--- config.mk ---
export PLATFORM = sky130hd
export DESIGN_NAME = bpa_out_reg
export DESIGN_NICKNAME = d
export VERILOG_FILES = /design/src/sv/bpa_pkg.sv /design/src/sv/bpa_out_reg.sv
export SDC_FILE = /design/constraint.sdc
export NUM_CORES = 1
export LEC_CHECK = 0
export BUFFER_PORTS_ARGS = -buffer_cell sky130_fd_sc_hd__buf_4
export CAP_MARGIN = 20
export CORE_MARGIN = 5
export CORE_UTILIZATION = 40
export DETAILED_ROUTE_END_ITERATION = 10
export GPL_ROUTABILITY_DRIVEN = 1
export PLACE_DENSITY = 0.78
export SLEW_MARGIN = 20
export SYNTH_ARGS = -nofsm -noshare
export SYNTH_HDL_FRONTEND = slang
export SYNTH_SLANG_ARGS = --single-unit
--- constraint.sdc ---
create_clock -name clk -period 3.3 [get_ports clk]
set_input_delay 0 -clock clk [delete_from_list [all_inputs] [get_ports clk]]
set_output_delay 0 -clock clk [all_outputs]
set_load 0.02 [all_outputs]
--- src/sv/bpa_pkg.sv ---
// ----------------------------------------------------------------------------
// bpa_pkg
// Shared codes, constants and types of the bit-packed array store.
// ----------------------------------------------------------------------------
`default_nettype none

package bpa_pkg;

    // Item kinds
    localparam logic [1:0] MODE_READ  = 2'd0;
    localparam logic [1:0] MODE_WRITE = 2'd1;
    localparam logic [1:0] MODE_CLEAR = 2'd2;

    // Result status codes
    localparam logic [1:0] ST_OK    = 2'd0;
    localparam logic [1:0] ST_COUNT = 2'd1;
    localparam logic [1:0] ST_CAP   = 2'd2;

    // Marker returned by a failed read
    localparam logic [63:0] BAD_READ = 64'hdead_beef_dead_beef;

    // Element width register reset value
    localparam logic [6:0] WIDTH_RESET = 7'd32;

    // One result item
    typedef struct packed {
        logic [63:0] read_value;
        logic [1:0]  status;
    } bpa_result_t;

endpackage

`default_nettype wire

--- src/sv/bpa_out_reg.sv ---
// ----------------------------------------------------------------------------
// bpa_out_reg
// Output register between the store and the result channel.
// ----------------------------------------------------------------------------
`default_nettype none

module bpa_out_reg (
    input  wire logic                   clk,
    input  wire logic                   rst_n,
    input  wire logic                   res_valid,
    output logic                        res_ready,
    input  wire bpa_pkg::bpa_result_t   res,
    output logic                        out_valid,
    input  wire logic                   out_stall,
    output logic [63:0]                 read_value,
    output logic [1:0]                  status
);
    import bpa_pkg::*;

    logic        valid_reg;
    bpa_result_t data_reg;

    // Take a new result when the slot is empty or drains this cycle
    assign res_ready  = !valid_reg || !out_stall;
    assign out_valid  = valid_reg;
    assign read_value = data_reg.read_value;
    assign status     = data_reg.status;

    // Track occupancy
    always_ff @(posedge clk or negedge rst_n)
    begin
        if (!rst_n)
            valid_reg <= 1'b0;
        else if (res_ready)
            valid_reg <= res_valid;
    end

    // Hold payload
    always_ff @(posedge clk)
    begin
        if (res_ready && res_valid)
            data_reg <= res;
    end

endmodule

`default_nettype wire

==> run summary <==
status: finished clean
Avg Inst Size Synth: 29.0 um^2
sequential share of the synthesized area: 98.9%
Final Hold Fails: 0
insertion delay to the later sink of the worst-skew pair: 0.34 ns
dominant cell type by area after synthesis: edfxtp_1
leak pwr: 0.00172 uW
Top FF cell, synth: edfxtp_1
WL/cell: 19.4 um
clock skew: 0.0104 ns
GR Util All Layers: 23.3%
number of vias per cell: 4.38
fin. max-slew vios: 0
unrepaired setup endpoints after global routing: false
async set-reset flop share out of synthesis: 1.49%
CTS Buffer Depth: 2
nets: 360
area of the mapped netlist: 2030 um^2
Max Cap Viol: 0
drt drc: 0
Core Area: 5010 um^2
Placed Area: 3170 um^2
n_diodes: 0
Die Area: 6600 um^2
first-pass GRT wire length: 10500 um
Die Ht: 81.2 um
DR vias: 1597
total power per unit cell area: 495 nW/um^2
setup violators final: 0
post-synth cell types: 5
Resized Gates After CTS: 0
min Tclk post-route: 2.02 ns
synth warn: 0
Hold Crit Class: primary input to register
clock-pin slew on the worst setup and hold paths: 0.08 ns
worst-path maximum fanout: 30
Layout area overhead: 101%
Final Cycle Share: 61.3%
clk root buf: clkbuf_8
critical path class: register to register
maximum vdd drop: 369 uV
Initial Util: 40.5%
first drt pass iteration count: 4
initial antenna violation count: 0
IO Port Bufs: 137
CTS tree: done
DRT Wirelength: 7080 um
most area-consuming cells after synthesis: edfxtp_1 (98%), dfrtp_1 (1.2%), a21boi_2 (0.55%)
Post-synth EDFFs: 66
worst rel slew slack: 34.0%
top-area cell type share of the netlist area: 97.7%
number of global-route vias before repair: 1839
Setup Buffers After CTS: 0
GPL Wtd Cong: 0.736
DRT iter0 DRCs: 85
Total Power: 2020 uW
grt total ovfl: 0
Rows: 26
startpoint type of the worst setup path: register
largest net degree at the start of global routing: 31
CP max stage delay: 0.80 ns
Tightest Pin Transition: 0.987 ns
Crit. End Element: register
Fmax: 494 MHz
Final Instance Area: 4080 um^2
Cell Chain, Critical Path: a21boi_4, buf_4
CP required: 3.32 ns
cell at the slowest stage of the critical path: a21boi_4
IO Pins: 138
flops & latches, synth: 67
synthesized instance count: 70
proportion of layout cells with a drive suffix above 1: 52.9%
Arr. time, crit path: 2.04 ns
Synth top cells by count: edfxtp_1 (66), a21boi_2 (1), a21o_1 (1), dfrtp_1 (1), nand2_1 (1)
setup_tns: 0 ns
final std cells w/o fill: 365
Syn Nets: 140
Placed Cells: 279
CTS Sinks: 67
count leader, synth: edfxtp_1
htree depth: 3
Die W: 81.2 um
total CTS buffers: 9
ANT nets after route: 0
cell families after synthesis:
group	count (synthesis)	synth area share, %
DFF	67	98.9
AOI/OAI and AO/OA	2	0.925
and+or+nand+nor	1	0.185
critical path: cells and delay by family (launching register included):
kind,cells,cell delay (ns)
flip-flops,1,0.46
AO/OA/AOI/OAI,1,0.80
buffers and inverters,1,0.43
metal layers:
| metal | track usage (%) | up-vias | share of wire [%] |
|---|---|---|---|
| met5 | 0 | - | 0 |
| met4 | 10.6 | 0 | 1.7 |
| met3 | 11.5 | 11 | 12 |
| met2 | 37.6 | 106 | 50 |
| met1 | 26.0 | 757 | 36 |
| li1 | - | 723 | - |
power by group:
group / internal, uW / total [uW] / switching (uW)
Clock: 408 / 717 / 309
Combinational: 162 / 294 / 132
Sequential: 992 / 1010 / 17.0
timing repair:
action,4_1_cts,5_1_grt
endpoints found under the setup margin,0,0
hold buffers,70,0
hold endpoints to repair,68,0
flip-flops by register name, summed over array words and instances (netlist names):
signal / count
out_valid: 1
read_value: 64
status: 2
placed cells by master, fill, tap and decap left out:
| cell | synthesis | routed |
|---|---|---|
| buf_4 | 0 | 139 |
| dlygate4sd3_1 | 0 | 70 |
| edfxtp_1 | 66 | 66 |
| clkbuf_8 | 0 | 12 |
| clkinv_2 | 0 | 2 |
| nand2_1 | 1 | 1 |
| a21o_1 | 1 | 1 |
| a21boi_4 | 0 | 1 |
| clkinvlp_4 | 0 | 1 |
| bufinv_16 | 0 | 1 |
| dfrtp_1 | 1 | 1 |
final cells by class:
| cell class | count | area [um^2] |
|---|---|---|
| multi-input combinational | 3 | 30.0 |
| timing repair buffer | 209 | 1740 |
| clock buffer | 12 | 165 |
| clock inverter | 4 | 47.5 |
| tap | 70 | 87.6 |
| sequential | 67 | 2010 |
| fill | 242 | 928 |
worst paths after layout:
kind,slack [ns],end,from,cells after the start
max,1.28,read_value[40],out_valid,2
min reg2reg,0.96,read_value[8],out_valid,1
max in group asynchronous,2.66,out_valid,rst_n,3
min in group asynchronous,0.53,out_valid,rst_n,3
min,0.21,read_value[8],out_stall,2
max reg2reg,1.28,read_value[40],out_valid,2
through the flow:
step                setup WS (ns)  hold WS (ns)  utilization [%]
floorplan                   0.562        -0.296                -
global placement             1.41        -0.221             63.2
detailed placement           1.35        -0.224             63.2
CTS                          1.34         0.183             81.5
global route                 1.16         0.220             81.5
finish                       1.28         0.206             81.5
No activity file was read; power rests on OpenSTA's default activity.
